[src/rtl/srt_pkg.sv]
// ----------------------------------------------------------------------------
// srt_pkg
// Shared types, codes and the key compare for the segment reference table.
// ----------------------------------------------------------------------------
package srt_pkg;

   // width of the reported entry index
   localparam int unsigned IDX_OUT_W = 4;

   // request operation codes
   typedef enum logic [1:0] {
      OP_LOOKUP  = 2'd0,
      OP_INSERT  = 2'd1,
      OP_RELEASE = 2'd2,
      OP_CLEAR   = 2'd3
   } op_type;

   // response status codes
   typedef enum logic [1:0] {
      RC_OK       = 2'd0,
      RC_NO_MATCH = 2'd1,
      RC_FULL     = 2'd2
   } rsp_code_type;

   // source of the reported entry index
   typedef enum logic [1:0] {
      SRC_ZERO = 2'd0,
      SRC_CMP  = 2'd1,
      SRC_SCAN = 2'd2
   } idx_src_type;

   // controller states
   typedef enum logic [1:0] {
      S_IDLE   = 2'd0,
      S_LOOKUP = 2'd1,
      S_INSERT = 2'd2,
      S_DONE   = 2'd3
   } ctrl_state_type;

   // one reassembly key
   typedef struct packed {
      logic [23:0] origin_pc;
      logic [23:0] dest_pc;
      logic [7:0]  link_sel;
      logic [23:0] local_ref;
      logic        calling_pc_flag;
      logic        calling_ssn_flag;
      logic [3:0]  title_kind;
      logic [23:0] calling_pc;
      logic [7:0]  calling_ssn;
   } key_type;

   // controller to datapath commands
   typedef struct packed {
      logic         load;      // capture request key, restart the scan
      logic         issue;     // read one key entry for comparison
      logic         step;      // advance the free-entry scan
      logic         take;      // write key into scanned entry, mark busy
      logic         free_one;  // free the selected entry
      logic         clear;     // free all entries
      logic         set_res;   // latch the pending result
      rsp_code_type res_code;
      idx_src_type  res_src;
      logic         push;      // move pending result to the output register
   } srt_cmd_type;

   // datapath to controller status
   typedef struct packed {
      logic hit;         // compared entry is busy and matches
      logic cmp_last;    // compared entry was the last one
      logic issue_done;  // all entries have been read
      logic scan_free;   // scanned entry is free
      logic scan_last;   // scanned entry is the last one
      logic rsp_free;    // output register can take a result
   } srt_stat_type;

   // calling point code and subsystem only count when flagged
   function automatic logic key_match(key_type stored, key_type probe);
      logic base_eq;
      logic pc_eq;
      logic ssn_eq;
      base_eq = (stored.origin_pc == probe.origin_pc)
             && (stored.dest_pc == probe.dest_pc)
             && (stored.link_sel == probe.link_sel)
             && (stored.local_ref == probe.local_ref)
             && (stored.calling_pc_flag == probe.calling_pc_flag)
             && (stored.calling_ssn_flag == probe.calling_ssn_flag)
             && (stored.title_kind == probe.title_kind);
      pc_eq  = !probe.calling_pc_flag || (stored.calling_pc == probe.calling_pc);
      ssn_eq = !probe.calling_ssn_flag || (stored.calling_ssn == probe.calling_ssn);
      return base_eq && pc_eq && ssn_eq;
   endfunction

endpackage

[src/rtl/srt_req_if.sv]
// ----------------------------------------------------------------------------
// srt_req_if
// Request channel: valid/ready handshake with the table operation and key.
// ----------------------------------------------------------------------------
interface srt_req_if import srt_pkg::*; ();

   logic        valid;
   logic        ready;
   op_type      opcode;
   logic [23:0] origin_pc;
   logic [23:0] dest_pc;
   logic [7:0]  link_sel;
   logic [23:0] local_ref;
   logic        calling_pc_flag;
   logic        calling_ssn_flag;
   logic [3:0]  title_kind;
   logic [23:0] calling_pc;
   logic [7:0]  calling_ssn;
   logic [3:0]  entry_sel;

   modport source (
      output valid, opcode, origin_pc, dest_pc, link_sel, local_ref,
             calling_pc_flag, calling_ssn_flag, title_kind, calling_pc,
             calling_ssn, entry_sel,
      input  ready
   );

   modport sink (
      input  valid, opcode, origin_pc, dest_pc, link_sel, local_ref,
             calling_pc_flag, calling_ssn_flag, title_kind, calling_pc,
             calling_ssn, entry_sel,
      output ready
   );

endinterface

[src/rtl/srt_rsp_if.sv]
// ----------------------------------------------------------------------------
// srt_rsp_if
// Response channel: valid/ready handshake with status and entry index.
// ----------------------------------------------------------------------------
interface srt_rsp_if import srt_pkg::*; ();

   logic                 valid;
   logic                 ready;
   logic [1:0]           status;
   logic [IDX_OUT_W-1:0] entry_index;

   modport source (
      output valid, status, entry_index,
      input  ready
   );

   modport sink (
      input  valid, status, entry_index,
      output ready
   );

endinterface

[src/rtl/srt_ctrl.sv]
// ----------------------------------------------------------------------------
// srt_ctrl
// Controller: sequences lookup scan, insert scan, release, clear and the
// hand-off of each result to the output register.
// ----------------------------------------------------------------------------
module srt_ctrl import srt_pkg::*; (
   input  logic         clock,
   input  logic         reset,
   input  logic         req_valid,
   input  op_type       req_opcode,
   output logic         req_ready,
   input  srt_stat_type stat,
   output srt_cmd_type  cmd
);

   ctrl_state_type state_ff;
   ctrl_state_type state_in;

   // state register
   always_ff @(posedge clock) begin
      if (reset) begin
         state_ff <= S_IDLE;
      end else begin
         state_ff <= state_in;
      end
   end

   // next state
   always_comb begin
      state_in = state_ff;
      unique case (state_ff)
         S_IDLE: begin
            if (req_valid) begin
               unique case (req_opcode)
                  OP_LOOKUP:  state_in = S_LOOKUP;
                  OP_INSERT:  state_in = S_INSERT;
                  OP_RELEASE: state_in = S_DONE;
                  OP_CLEAR:   state_in = S_DONE;
                  default:    state_in = S_DONE;
               endcase
            end
         end
         S_LOOKUP: begin
            if (stat.hit || stat.cmp_last) begin
               state_in = S_DONE;
            end
         end
         S_INSERT: begin
            if (stat.scan_free || stat.scan_last) begin
               state_in = S_DONE;
            end
         end
         S_DONE: begin
            if (stat.rsp_free) begin
               state_in = S_IDLE;
            end
         end
         default: state_in = S_IDLE;
      endcase
   end

   // command outputs
   always_comb begin
      cmd       = '0;
      cmd.res_code = RC_OK;
      cmd.res_src  = SRC_ZERO;
      req_ready = 1'b0;
      unique case (state_ff)
         S_IDLE: begin
            req_ready = 1'b1;
            if (req_valid) begin
               cmd.load = 1'b1;
               if (req_opcode == OP_RELEASE) begin
                  cmd.free_one = 1'b1;
                  cmd.set_res  = 1'b1;
               end else if (req_opcode == OP_CLEAR) begin
                  cmd.clear   = 1'b1;
                  cmd.set_res = 1'b1;
               end
            end
         end
         S_LOOKUP: begin
            if (stat.hit) begin
               cmd.set_res = 1'b1;
               cmd.res_src = SRC_CMP;
            end else if (stat.cmp_last) begin
               cmd.set_res  = 1'b1;
               cmd.res_code = RC_NO_MATCH;
            end else if (!stat.issue_done) begin
               cmd.issue = 1'b1;
            end
         end
         S_INSERT: begin
            if (stat.scan_free) begin
               cmd.take    = 1'b1;
               cmd.set_res = 1'b1;
               cmd.res_src = SRC_SCAN;
            end else if (stat.scan_last) begin
               cmd.set_res  = 1'b1;
               cmd.res_code = RC_FULL;
            end else begin
               cmd.step = 1'b1;
            end
         end
         S_DONE: begin
            cmd.push = stat.rsp_free;
         end
         default: begin
            cmd.push = 1'b0;
         end
      endcase
   end

endmodule

[src/rtl/srt_datapath.sv]
// ----------------------------------------------------------------------------
// srt_datapath
// Datapath: key memory, busy marks, scan counter, registered key compare,
// pending result and output register.
// ----------------------------------------------------------------------------
module srt_datapath import srt_pkg::*; #(
   parameter int ENTRIES = 16
) (
   input  logic                 clock,
   input  logic                 reset,
   input  key_type              req_key,
   input  logic [3:0]           req_entry_sel,
   input  srt_cmd_type          cmd,
   output srt_stat_type         stat,
   input  logic                 rsp_ready,
   output logic                 rsp_valid,
   output rsp_code_type         rsp_code,
   output logic [IDX_OUT_W-1:0] rsp_index
);

   localparam int IW = (ENTRIES > 1) ? $clog2(ENTRIES) : 1;
   localparam logic [IW-1:0] LAST = IW'(ENTRIES - 1);

   // key storage, written only by insert
   key_type key_mem [ENTRIES];

   logic [ENTRIES-1:0]   busy_ff, busy_in;
   key_type              key_ff;
   logic [IW-1:0]        idx_ff, idx_in;
   logic                 issue_done_ff, issue_done_in;
   logic                 cmp_vld_ff, cmp_vld_in;
   logic [IW-1:0]        cmp_idx_ff;
   logic                 cmp_busy_ff;
   key_type              rd_key_ff;
   rsp_code_type         res_code_ff;
   logic [IDX_OUT_W-1:0] res_idx_ff, res_idx_in;
   logic                 rsp_vld_ff, rsp_vld_in;
   rsp_code_type         rsp_code_ff;
   logic [IDX_OUT_W-1:0] rsp_idx_ff;

   // busy marks: set on take, cleared by release or clear
   always_comb begin
      busy_in = busy_ff;
      for (int e = 0; e < ENTRIES; e++) begin
         if (cmd.clear) begin
            busy_in[e] = 1'b0;
         end else if (cmd.free_one && (e == int'(req_entry_sel))) begin
            busy_in[e] = 1'b0;
         end else if (cmd.take && (e == int'(idx_ff))) begin
            busy_in[e] = 1'b1;
         end
      end
   end

   // scan counter, shared by lookup reads and the free-entry search
   always_comb begin
      idx_in        = idx_ff;
      issue_done_in = issue_done_ff;
      if (cmd.load) begin
         idx_in        = '0;
         issue_done_in = 1'b0;
      end else if (cmd.issue || cmd.step) begin
         if (idx_ff == LAST) begin
            issue_done_in = 1'b1;
         end else begin
            idx_in = idx_ff + 1'b1;
         end
      end
   end

   assign cmp_vld_in = cmd.issue;

   // reported index of the pending result
   always_comb begin
      unique case (cmd.res_src)
         SRC_ZERO: res_idx_in = '0;
         SRC_CMP:  res_idx_in = IDX_OUT_W'(cmp_idx_ff);
         SRC_SCAN: res_idx_in = IDX_OUT_W'(idx_ff);
         default:  res_idx_in = '0;
      endcase
   end

   // output register: loads on push, empties when taken
   always_comb begin
      rsp_vld_in = rsp_vld_ff;
      if (cmd.push) begin
         rsp_vld_in = 1'b1;
      end else if (rsp_ready) begin
         rsp_vld_in = 1'b0;
      end
   end

   // control registers
   always_ff @(posedge clock) begin
      if (reset) begin
         busy_ff    <= '0;
         cmp_vld_ff <= 1'b0;
         rsp_vld_ff <= 1'b0;
      end else begin
         busy_ff    <= busy_in;
         cmp_vld_ff <= cmp_vld_in;
         rsp_vld_ff <= rsp_vld_in;
      end
   end

   // payload registers
   always_ff @(posedge clock) begin
      idx_ff        <= idx_in;
      issue_done_ff <= issue_done_in;
      if (cmd.load) begin
         key_ff <= req_key;
      end
      if (cmd.issue) begin
         cmp_idx_ff  <= idx_ff;
         cmp_busy_ff <= busy_ff[idx_ff];
      end
      if (cmd.set_res) begin
         res_code_ff <= cmd.res_code;
         res_idx_ff  <= res_idx_in;
      end
      if (cmd.push) begin
         rsp_code_ff <= res_code_ff;
         rsp_idx_ff  <= res_idx_ff;
      end
   end

   // key memory write port
   always_ff @(posedge clock) begin
      if (cmd.take) begin
         key_mem[idx_ff] <= key_ff;
      end
   end

   // key memory read port, registered
   always_ff @(posedge clock) begin
      if (cmd.issue) begin
         rd_key_ff <= key_mem[idx_ff];
      end
   end

   // status back to the controller
   always_comb begin
      stat.hit        = cmp_vld_ff && cmp_busy_ff && key_match(rd_key_ff, key_ff);
      stat.cmp_last   = cmp_vld_ff && (cmp_idx_ff == LAST);
      stat.issue_done = issue_done_ff;
      stat.scan_free  = !busy_ff[idx_ff];
      stat.scan_last  = (idx_ff == LAST);
      stat.rsp_free   = !rsp_vld_ff || rsp_ready;
   end

   assign rsp_valid = rsp_vld_ff;
   assign rsp_code  = rsp_code_ff;
   assign rsp_index = rsp_idx_ff;

endmodule

[src/rtl/segment_reference_table.sv]
// ----------------------------------------------------------------------------
// segment_reference_table
// Reassembly reference table: lookup, insert, release and clear of keyed
// entries with busy marks.
// ----------------------------------------------------------------------------
// One request is handled at a time. A lookup reads the key memory one entry
// per cycle through its single registered read port and stops at the first
// busy match. An insert scans the busy marks one entry per cycle for the
// first free entry. Release and clear update the busy marks with no scan.
// The result sits in an output register; the next request is accepted once
// the previous result has been loaded there. The table is empty after reset
// with no clearing pass; the entry index reports the low four bits.
// ----------------------------------------------------------------------------
module segment_reference_table import srt_pkg::*; #(
   parameter int ENTRIES = 16
) (
   input  logic        clock,
   input  logic        reset,
   srt_req_if.sink     req_chan,
   srt_rsp_if.source   rsp_chan
);

   srt_cmd_type          cmd;
   srt_stat_type         stat;
   key_type              req_key;
   rsp_code_type         rsp_code;
   logic                 rsp_valid;
   logic [IDX_OUT_W-1:0] rsp_index;
   logic                 req_ready;

   // gather the request key
   always_comb begin
      req_key.origin_pc        = req_chan.origin_pc;
      req_key.dest_pc          = req_chan.dest_pc;
      req_key.link_sel         = req_chan.link_sel;
      req_key.local_ref        = req_chan.local_ref;
      req_key.calling_pc_flag  = req_chan.calling_pc_flag;
      req_key.calling_ssn_flag = req_chan.calling_ssn_flag;
      req_key.title_kind       = req_chan.title_kind;
      req_key.calling_pc       = req_chan.calling_pc;
      req_key.calling_ssn      = req_chan.calling_ssn;
   end

   srt_ctrl u_ctrl (
      .clock      (clock),
      .reset      (reset),
      .req_valid  (req_chan.valid),
      .req_opcode (req_chan.opcode),
      .req_ready  (req_ready),
      .stat       (stat),
      .cmd        (cmd)
   );

   srt_datapath #(
      .ENTRIES (ENTRIES)
   ) u_datapath (
      .clock         (clock),
      .reset         (reset),
      .req_key       (req_key),
      .req_entry_sel (req_chan.entry_sel),
      .cmd           (cmd),
      .stat          (stat),
      .rsp_ready     (rsp_chan.ready),
      .rsp_valid     (rsp_valid),
      .rsp_code      (rsp_code),
      .rsp_index     (rsp_index)
   );

   assign req_chan.ready       = req_ready;
   assign rsp_chan.valid       = rsp_valid;
   assign rsp_chan.status      = rsp_code;
   assign rsp_chan.entry_index = rsp_index;

endmodule

[src/flat_wrapper.sv]
// flat-port wrapper written by rule: the top's interface ports become plain ports
module segment_reference_table_flat import srt_pkg::*;
#(
   parameter int ENTRIES = 16
)
  (clock, reset, req_chan_valid, req_chan_opcode, req_chan_origin_pc, req_chan_dest_pc, req_chan_link_sel, req_chan_local_ref, req_chan_calling_pc_flag, req_chan_calling_ssn_flag, req_chan_title_kind, req_chan_calling_pc, req_chan_calling_ssn, req_chan_entry_sel, req_chan_ready, rsp_chan_valid, rsp_chan_status, rsp_chan_entry_index, rsp_chan_ready);
  srt_req_if req_chan_i ();
  srt_rsp_if rsp_chan_i ();
  input  logic clock;
  input  logic reset;
  input wire logic [$bits(req_chan_i.valid)-1:0] req_chan_valid;
  input wire logic [$bits(req_chan_i.opcode)-1:0] req_chan_opcode;
  input wire logic [$bits(req_chan_i.origin_pc)-1:0] req_chan_origin_pc;
  input wire logic [$bits(req_chan_i.dest_pc)-1:0] req_chan_dest_pc;
  input wire logic [$bits(req_chan_i.link_sel)-1:0] req_chan_link_sel;
  input wire logic [$bits(req_chan_i.local_ref)-1:0] req_chan_local_ref;
  input wire logic [$bits(req_chan_i.calling_pc_flag)-1:0] req_chan_calling_pc_flag;
  input wire logic [$bits(req_chan_i.calling_ssn_flag)-1:0] req_chan_calling_ssn_flag;
  input wire logic [$bits(req_chan_i.title_kind)-1:0] req_chan_title_kind;
  input wire logic [$bits(req_chan_i.calling_pc)-1:0] req_chan_calling_pc;
  input wire logic [$bits(req_chan_i.calling_ssn)-1:0] req_chan_calling_ssn;
  input wire logic [$bits(req_chan_i.entry_sel)-1:0] req_chan_entry_sel;
  output wire logic [$bits(req_chan_i.ready)-1:0] req_chan_ready;
  output wire logic [$bits(rsp_chan_i.valid)-1:0] rsp_chan_valid;
  output wire logic [$bits(rsp_chan_i.status)-1:0] rsp_chan_status;
  output wire logic [$bits(rsp_chan_i.entry_index)-1:0] rsp_chan_entry_index;
  input wire logic [$bits(rsp_chan_i.ready)-1:0] rsp_chan_ready;
  assign req_chan_i.valid = req_chan_valid;
  assign req_chan_i.opcode = req_chan_opcode;
  assign req_chan_i.origin_pc = req_chan_origin_pc;
  assign req_chan_i.dest_pc = req_chan_dest_pc;
  assign req_chan_i.link_sel = req_chan_link_sel;
  assign req_chan_i.local_ref = req_chan_local_ref;
  assign req_chan_i.calling_pc_flag = req_chan_calling_pc_flag;
  assign req_chan_i.calling_ssn_flag = req_chan_calling_ssn_flag;
  assign req_chan_i.title_kind = req_chan_title_kind;
  assign req_chan_i.calling_pc = req_chan_calling_pc;
  assign req_chan_i.calling_ssn = req_chan_calling_ssn;
  assign req_chan_i.entry_sel = req_chan_entry_sel;
  assign req_chan_ready = req_chan_i.ready;
  assign rsp_chan_valid = rsp_chan_i.valid;
  assign rsp_chan_status = rsp_chan_i.status;
  assign rsp_chan_entry_index = rsp_chan_i.entry_index;
  assign rsp_chan_i.ready = rsp_chan_ready;
  segment_reference_table #(.ENTRIES(ENTRIES)) u_core (.clock(clock), .reset(reset), .req_chan(req_chan_i), .rsp_chan(rsp_chan_i));
endmodule
[config.mk]
export PLATFORM = sky130hd
export DESIGN_NAME = segment_reference_table_flat
export DESIGN_NICKNAME = d
export VERILOG_FILES = /design/src/rtl/srt_pkg.sv /design/src/rtl/srt_req_if.sv /design/src/rtl/srt_rsp_if.sv /design/src/rtl/srt_ctrl.sv /design/src/rtl/srt_datapath.sv /design/src/rtl/segment_reference_table.sv /design/src/flat_wrapper.sv
export SDC_FILE = /design/constraint.sdc
export NUM_CORES = 2
export LEC_CHECK = 0
export ABC_CLOCK_PERIOD_IN_PS = 11800
export BUFFER_PORTS_ARGS = -buffer_cell sky130_fd_sc_hd__buf_4
export CORE_AREA = 2 2 453 455
export DETAILED_ROUTE_END_ITERATION = 6
export DIE_AREA = 0 0 455 457
export MAX_ROUTING_LAYER = met4
export PLACE_DENSITY = 0.64
export SLEW_MARGIN = 20
export SYNTH_ARGS = -nofsm -noshare
export SYNTH_HDL_FRONTEND = slang
export SYNTH_SLANG_ARGS = --single-unit
export TNS_END_PERCENT = 30
[constraint.sdc]
create_clock -name clock -period 11.8 [get_ports clock]
set_input_delay 0.59 -clock clock [delete_from_list [all_inputs] [get_ports clock]]
set_output_delay 0.59 -clock clock [all_outputs]
set_load 0.05 [all_outputs]
Word level (Yosys, flattened, before mapping) --
Memory sizes are Yosys's and may differ from the RTL's. A register that Yosys moved wholly into a read port is not among the register bits. Cells that the tools add are included.
Cells by class: mux-type cells 41, bitwise operators 1, reduce and logical (&&, ||, !) cells 78, add/subtract/negate cells 1, order comparisons 1, equality and inequality tests 53
Operators with widths (count):
- $eq A24 B24 Y1 | 4
- $eq A4 B4 Y1 const A | 16
- $reduce_or A3 Y1 | 16
- $logic_and A1 B1 Y1 | 43
- $eq A3 B4 Y1 const A | 8
- $mux W1 | 22
- $mux W2 | 10
- $eq A2 B4 Y1 const A | 4
- $eq A8 B8 Y1 | 2
- $pmux W4 S2 | 2
- $eq A2 B2 Y1 const B | 5
- $mux W3 | 3
- $eq A1 B4 Y1 const A | 2
- $eq A4 B4 Y1 const B | 2
- $logic_not A4 Y1 | 2
- $ne A2 B2 Y1 const B | 4
- $pmux W2 S4 | 1
- $eq A2 B1 Y1 const B | 3
- $logic_or A1 B1 Y1 | 6
- $pmux W2 S3 | 1
- $lt A4 B5 Y1 const B | 1
- $add A4 B1 Y4 const B | 1
- $bmux W1 S4 | 1
- $eq A4 B4 Y1 | 1
- 9 further kinds | 15
Storage, ports and cells: flip-flop bits (word level) 160, memory bits (writable) 1888, logic and storage cells 212, memories kept 1, bits of input ports 128, output and inout port bits 8
Memories:
- u_core.u_datapath.key_mem | words 16, bits a word 118, read ports 1, clocked after Yosys merged registers in 1, wr ports 1, RTL line srt_datapath.sv:25 | key_type key_mem [ENTRIES];

Longest topological paths before layout --
word-level depth 14, depth in mapped cells 10, depth with buffers taken out 10

Cells and area by module --
A second synthesis with hierarchy kept.
Second synthesis, totals: cells, all modules 3235, area, all modules 81236.7 µm²
Modules (own cells, without submodules):
- srt_datapath | cells an instance 3195, seq. area each 64752.1 µm², area each 80900.1 µm², instances 1
- srt_ctrl | cells an instance 40, seq. area each 40.0 µm², area each 336.6 µm², instances 1

Least setup slack after synthesis --
No wires, ideal clock.
path kind register -> register, from register u_core.u_datapath.idx_ff[0], to register u_core.u_datapath.busy_ff[15], buffers on the path 1, data arrival time 11.446 ns, data required time 11.703 ns, setup time 0.097 ns, path slack 0.257 ns, cell stages (with the launch flop) 6, period minus slack after synthesis 11.543 ns, cells stage by stage dfxtp_1 -> buf_6 -> mux4_2 -> mux4_2 -> nor3b_1 -> o221a_2
Between the ends: longest elaborated chain between the ends 5, elaborated cells on any way between the ends 6, those cells by class 1 x eq/ne; 4 x mux; 1 x reduce/logical
Ends and longest elaborated chain:
- from (decl) | RTL line srt_datapath.sv:29 | logic [IW-1:0] idx_ff, idx_in;
- from (signal assigned) | RTL line srt_datapath.sv:108 | idx_ff <= idx_in;
- $bmux W1 S4 | RTL line srt_datapath.sv:146 | stat.scan_free = !busy_ff[idx_ff];
- $mux W1 (not written as such) | RTL line srt_datapath.sv:146
- $mux W1 | RTL line srt_ctrl.sv:94 | if (stat.scan_free) begin
- $mux W2 | RTL line srt_ctrl.sv:68 | unique case (state_ff)
- $logic_and A1 B1 Y1 * | RTL line srt_datapath.sv:49 | end else if (cmd.take && (e == int'(idx_ff))) begin
- to (signal assigned) | RTL line srt_datapath.sv:100 | busy_ff <= busy_in;
- to (decl) | RTL line srt_datapath.sv:27 | logic [ENTRIES-1:0] busy_ff, busy_in;
Mark *: on every way between the ends. The rest lies on a longest branch, timed or not. The select of a mux whose other input is x is not followed. A chain may end at the register's enable or synchronous reset.

Final worst setup path --
from register u_core.u_datapath.idx_ff[1], to memory u_core.u_datapath.key_mem[6][26] (netlist name) (enable)
Between the ends: longest elaborated chain between the ends 6
Ends and longest elaborated chain:
- $bmux W1 S4 | RTL line srt_datapath.sv:146
- $mux W1 (not written as such) | RTL line srt_datapath.sv:146
- $mux W1 | RTL line srt_ctrl.sv:94
- $mux W2 | RTL line srt_ctrl.sv:68
- $mux W1 | RTL line srt_datapath.sv:129 | if (cmd.take) begin
- $mux W1 (not written as such) | RTL line srt_datapath.sv:130 | key_mem[idx_ff] <= key_ff;
- to (decl) | RTL line srt_datapath.sv:25
Parallel ways exist; a longest one is shown, timed or not. The select of a mux whose other input is x is not followed.

==> run summary <==
CTS tree -> yes
Post-Place Worst Slack -> 5930 ps
minimum clock period -> 5720 ps
Post-Synth XOR/XNOR Area -> 0.0119
setup ws final -> 6080 ps
chip width -> 455 µm
Net Sw Frac -> 0.262
top-count cell post-synth -> edfxtp_1
Max Freq -> 175 MHz
# Max-Cap Violations -> 0
Post-Synth Simple-Gate Area -> 0.00829
design area -> 93400 µm²
Slew headroom -> 0.251
RSZ-0062 raised after global routing -> no
setup repair bufs after CTS -> 0
Post-synth EDFFs -> 2141
initial antenna violation count -> 12
number of global-route vias before repair -> 36900
skew final -> 61.1 ps
via count -> 35800
Synth Instances -> 3202
post-route ant nets -> 0
H-tree Lvls -> 4
Core Region -> 203000 µm²
vias per cell -> 5.53
internal cell power -> 14800 µW
Hold Path End -> u_core.u_datapath.busy_ff[1]
fin nets -> 3745
proportion of synthesized area in mux cells -> 0.166
peak fanout along the critical path -> 63
I/O pin count -> 136
sequential share of the synthesized area -> 0.801
hold_sp -> req_chan_entry_sel[0]
Worst Max-Slew Pin Slew -> 1120 ps
placed insts -> 5964
crit share post-route -> 0.485
Netlist cell types -> 43
crit path launch -> u_core.u_datapath.idx_ff[1]
die height -> 457 µm
post-route setup TNS -> 0 ps
maximum VDD drop -> 0.166 mV
Worst EP required -> 12240 ps
Num Clock Sinks -> 2166
synthesized area -> 80900 µm²
total grt overflow -> 0
CP endpoint kind -> flop
Synth area leaders -> edfxtp_1 79%, mux4_2 17%, dfxtp_1 0.62%, xnor2_1 0.62%, xor2_1 0.57%
hold crit path type -> in2reg
register clock-pin slew on the reported worst setup and hold paths -> 60 ps
leakage -> 0.0283 µW
share of layout cells above drive strength 1 -> 0.300
Clock Power Share -> 0.323
ys flop type -> edfxtp_1
Clock Tree Root -> clkbuf_16
1st-iter DRT viols -> 4103
Setup crit start kind -> flop
RePlAce Congestion -> 0.778
sequential share of power -> 0.505
Max Root-Sink Buffers -> 3
cts bufs inserted -> 207
synthesis warning total -> 0
status -> finished, final reports clean
flop-to-flop setup slack -> 6080 ps
Switch Pwr -> 5270 µW
initial core utilization -> 0.398
area growth from synthesis to layout -> 15.4%
placed inst area -> 85600 µm²
Avg Inst Size Synth -> 25.3 µm²
logic gate share of total power -> 0.172
DR pass1 iterations -> 6
reg2reg start -> u_core.u_datapath.idx_ff[1]
Syn Nets -> 3341
residual DRC count -> 0
Worst Path Arrival -> 6160 ps
per-cell routed wire length -> 28.6 µm
dpl hpwl -> 95400 µm
Routed WL -> 185000 µm
ys async rst share -> 0
largest net degree at the start of global routing -> 113
non-filler cells, final -> 6474
PD cells -> 215 nW/µm²
PortBufs -> 135
die area -> 208000 µm²
post-layout util -> 0.459
post-synthesis sequential element count -> 2166
crit path kind -> reg2reg
Core Rows -> 166
Setup Viol. Count Final -> 0
Pins Over Slew Limit -> 0
Adder-Cell Fraction of Synth Area -> 0.00170
leading area contributor after synthesis -> edfxtp_1
Synth top area share -> 0.794
hold violation count in the final report -> 0
Synth top cells by count -> 2141 x edfxtp_1, 595 x mux4_2, 83 x clkbuf_1
largest family of logic cells by synthesized area -> multiplexers
Synth Area in Compound Gates -> 0.00451
R2R Path End -> u_core.u_datapath.key_mem[6][26]
R2R cell count -> 8
number of cells on the worst hold path -> 3
Clk Latency, worst-skew pair -> 850 ps
first-pass GRT wire length -> 267000 µm
overall global routing resource usage -> 0.184
-- critical path, cell delays in order, from the launching register on --
cell     delay, ps
dfxtp_4        750
buf_4          860
mux4_2         420
mux4_2         560
nor2b_4        220
nand2_1        270
nor2_4         750
buf_4          690
buf_4          720
-- worst max-delay path by stage --
stage                                        to  depth (start not counted)
3_3_place_gp   u_core.u_datapath.key_mem[3][19]                          8
4_1_cts        u_core.u_datapath.key_mem[3][34]                          8
2_1_floorplan     u_core.u_datapath.busy_ff[15]                          5
6_report       u_core.u_datapath.key_mem[6][26]                          8
3_5_place_dp   u_core.u_datapath.key_mem[3][29]                          8
5_1_grt        u_core.u_datapath.key_mem[6][16]                          8
-- per-stage QoR --
step | hold slack (ps) | total power (µW)
finish | 108 | 20100
floorplan | 400 | 12600
global route | 89.1 | 20800
CTS | 47.8 | 20300
global placement | 407 | 13800
detailed placement | 405 | 13800
-- state kept, by name, summed over array words and instances, names as in the netlist --
| register | cells |
|---|---|
| u_core.u_datapath.res_code_ff | 2 |
| u_core.u_datapath.rsp_code | 2 |
| u_core.u_datapath.cmp_idx_ff | 4 |
| u_core.u_datapath.rsp_valid | 1 |
| u_core.u_datapath.rsp_index | 4 |
| u_core.u_ctrl.state_ff | 2 |
| u_core.u_datapath.busy_ff | 16 |
| u_core.u_datapath.key_ff | 118 |
| u_core.u_datapath.issue_done_ff | 1 |
| u_core.u_datapath.idx_ff | 4 |
| u_core.u_datapath.rd_key_ff | 118 |
| u_core.u_datapath.cmp_vld_ff | 1 |
| u_core.u_datapath.cmp_busy_ff | 1 |
| u_core.u_datapath.key_mem | 1888 |
| u_core.u_datapath.res_idx_ff | 4 |
-- layout by cell type, fill, tap and decap left out, types with 3 or more instances in the layout --
cell type / Yosys / routed
xnor2_1: 57 / 57
o221a_2: 14 / 14
edfxtp_1: 2141 / 2141
clkinv_1: 0 / 41
nand3_1: 12 / 12
diode_2: 0 / 7
inv_16: 0 / 5
dlygate4sd3_1: 0 / 120
clkinv_16: 0 / 5
clkbuf_1: 83 / 55
nor2_4: 0 / 12
xor2_1: 53 / 53
a21oi_1: 6 / 6
nor4_1: 16 / 16
nand2b_1: 12 / 12
o21ai_0: 8 / 7
ha_1: 11 / 11
buf_4: 0 / 204
mux4_2: 595 / 595
clkinv_2: 0 / 37
nor3_1: 6 / 4
buf_12: 0 / 6
nand4_1: 17 / 17
nor2_1: 25 / 13
clkbuf_16: 0 / 208
nand2_1: 15 / 15
inv_6: 0 / 3
bufinv_16: 0 / 15
clkinvlp_4: 0 / 6
inv_1: 15 / 15
dfxtp_4: 0 / 4
a22oi_1: 5 / 5
nor2b_1: 5 / 5
dfxtp_1: 25 / 21
-- power by group through the flow --
stage / clock network (µW) / registers [µW] / logic (µW)
2_1_floorplan: 0 / 10100 / 2460
3_3_place_gp: 0 / 10300 / 3480
3_5_place_dp: 0 / 10300 / 3490
4_1_cts: 6620 / 10200 / 3540
5_1_grt: 6920 / 10200 / 3680
6_report: 6490 / 10200 / 3450
-- cells by family (layout without fill, tap and decap cells) --
family,count (synthesis),in the layout
flip-flops,2166,2166
multiplexers,597,597
buffers and inverters,151,728
AND/OR/NAND/NOR,122,122
XOR/XNOR,110,110
AO/OA/AOI/OAI,45,45
adder cells (fa/ha/maj),11,11
other,0,7
-- area by class of cell --
class	count	area [µm²]
repair buffers	331	2860
fillers	16500	110000
multi-input cells	885	15700
flip-flops and latches	2166	64800
diodes	7	17.5
clock buffers	265	5440
inverters	15	56.3
clock inverters	117	1170
well taps	2688	3360
-- layer usage --
metal / vias up / track usage / routed length (µm) / share of wire
met1: 19500 / 0.254 / 78500 / 0.42
li1: 14700 / - / - / -
met3: 293 / 0.0352 / 12500 / 0.068
met5: - / - / 0 / 0
met4: 0 / 0.0514 / 4530 / 0.024
met2: 1322 / 0.281 / 89900 / 0.48
-- what timing repair did --
action / 4_1_cts / 5_1_grt
gates resized for setup: 0 / 0
hold buffers: 120 / 0
hold endpoints to repair: 121 / 0
No activity file was read; power rests on OpenSTA's default activity.
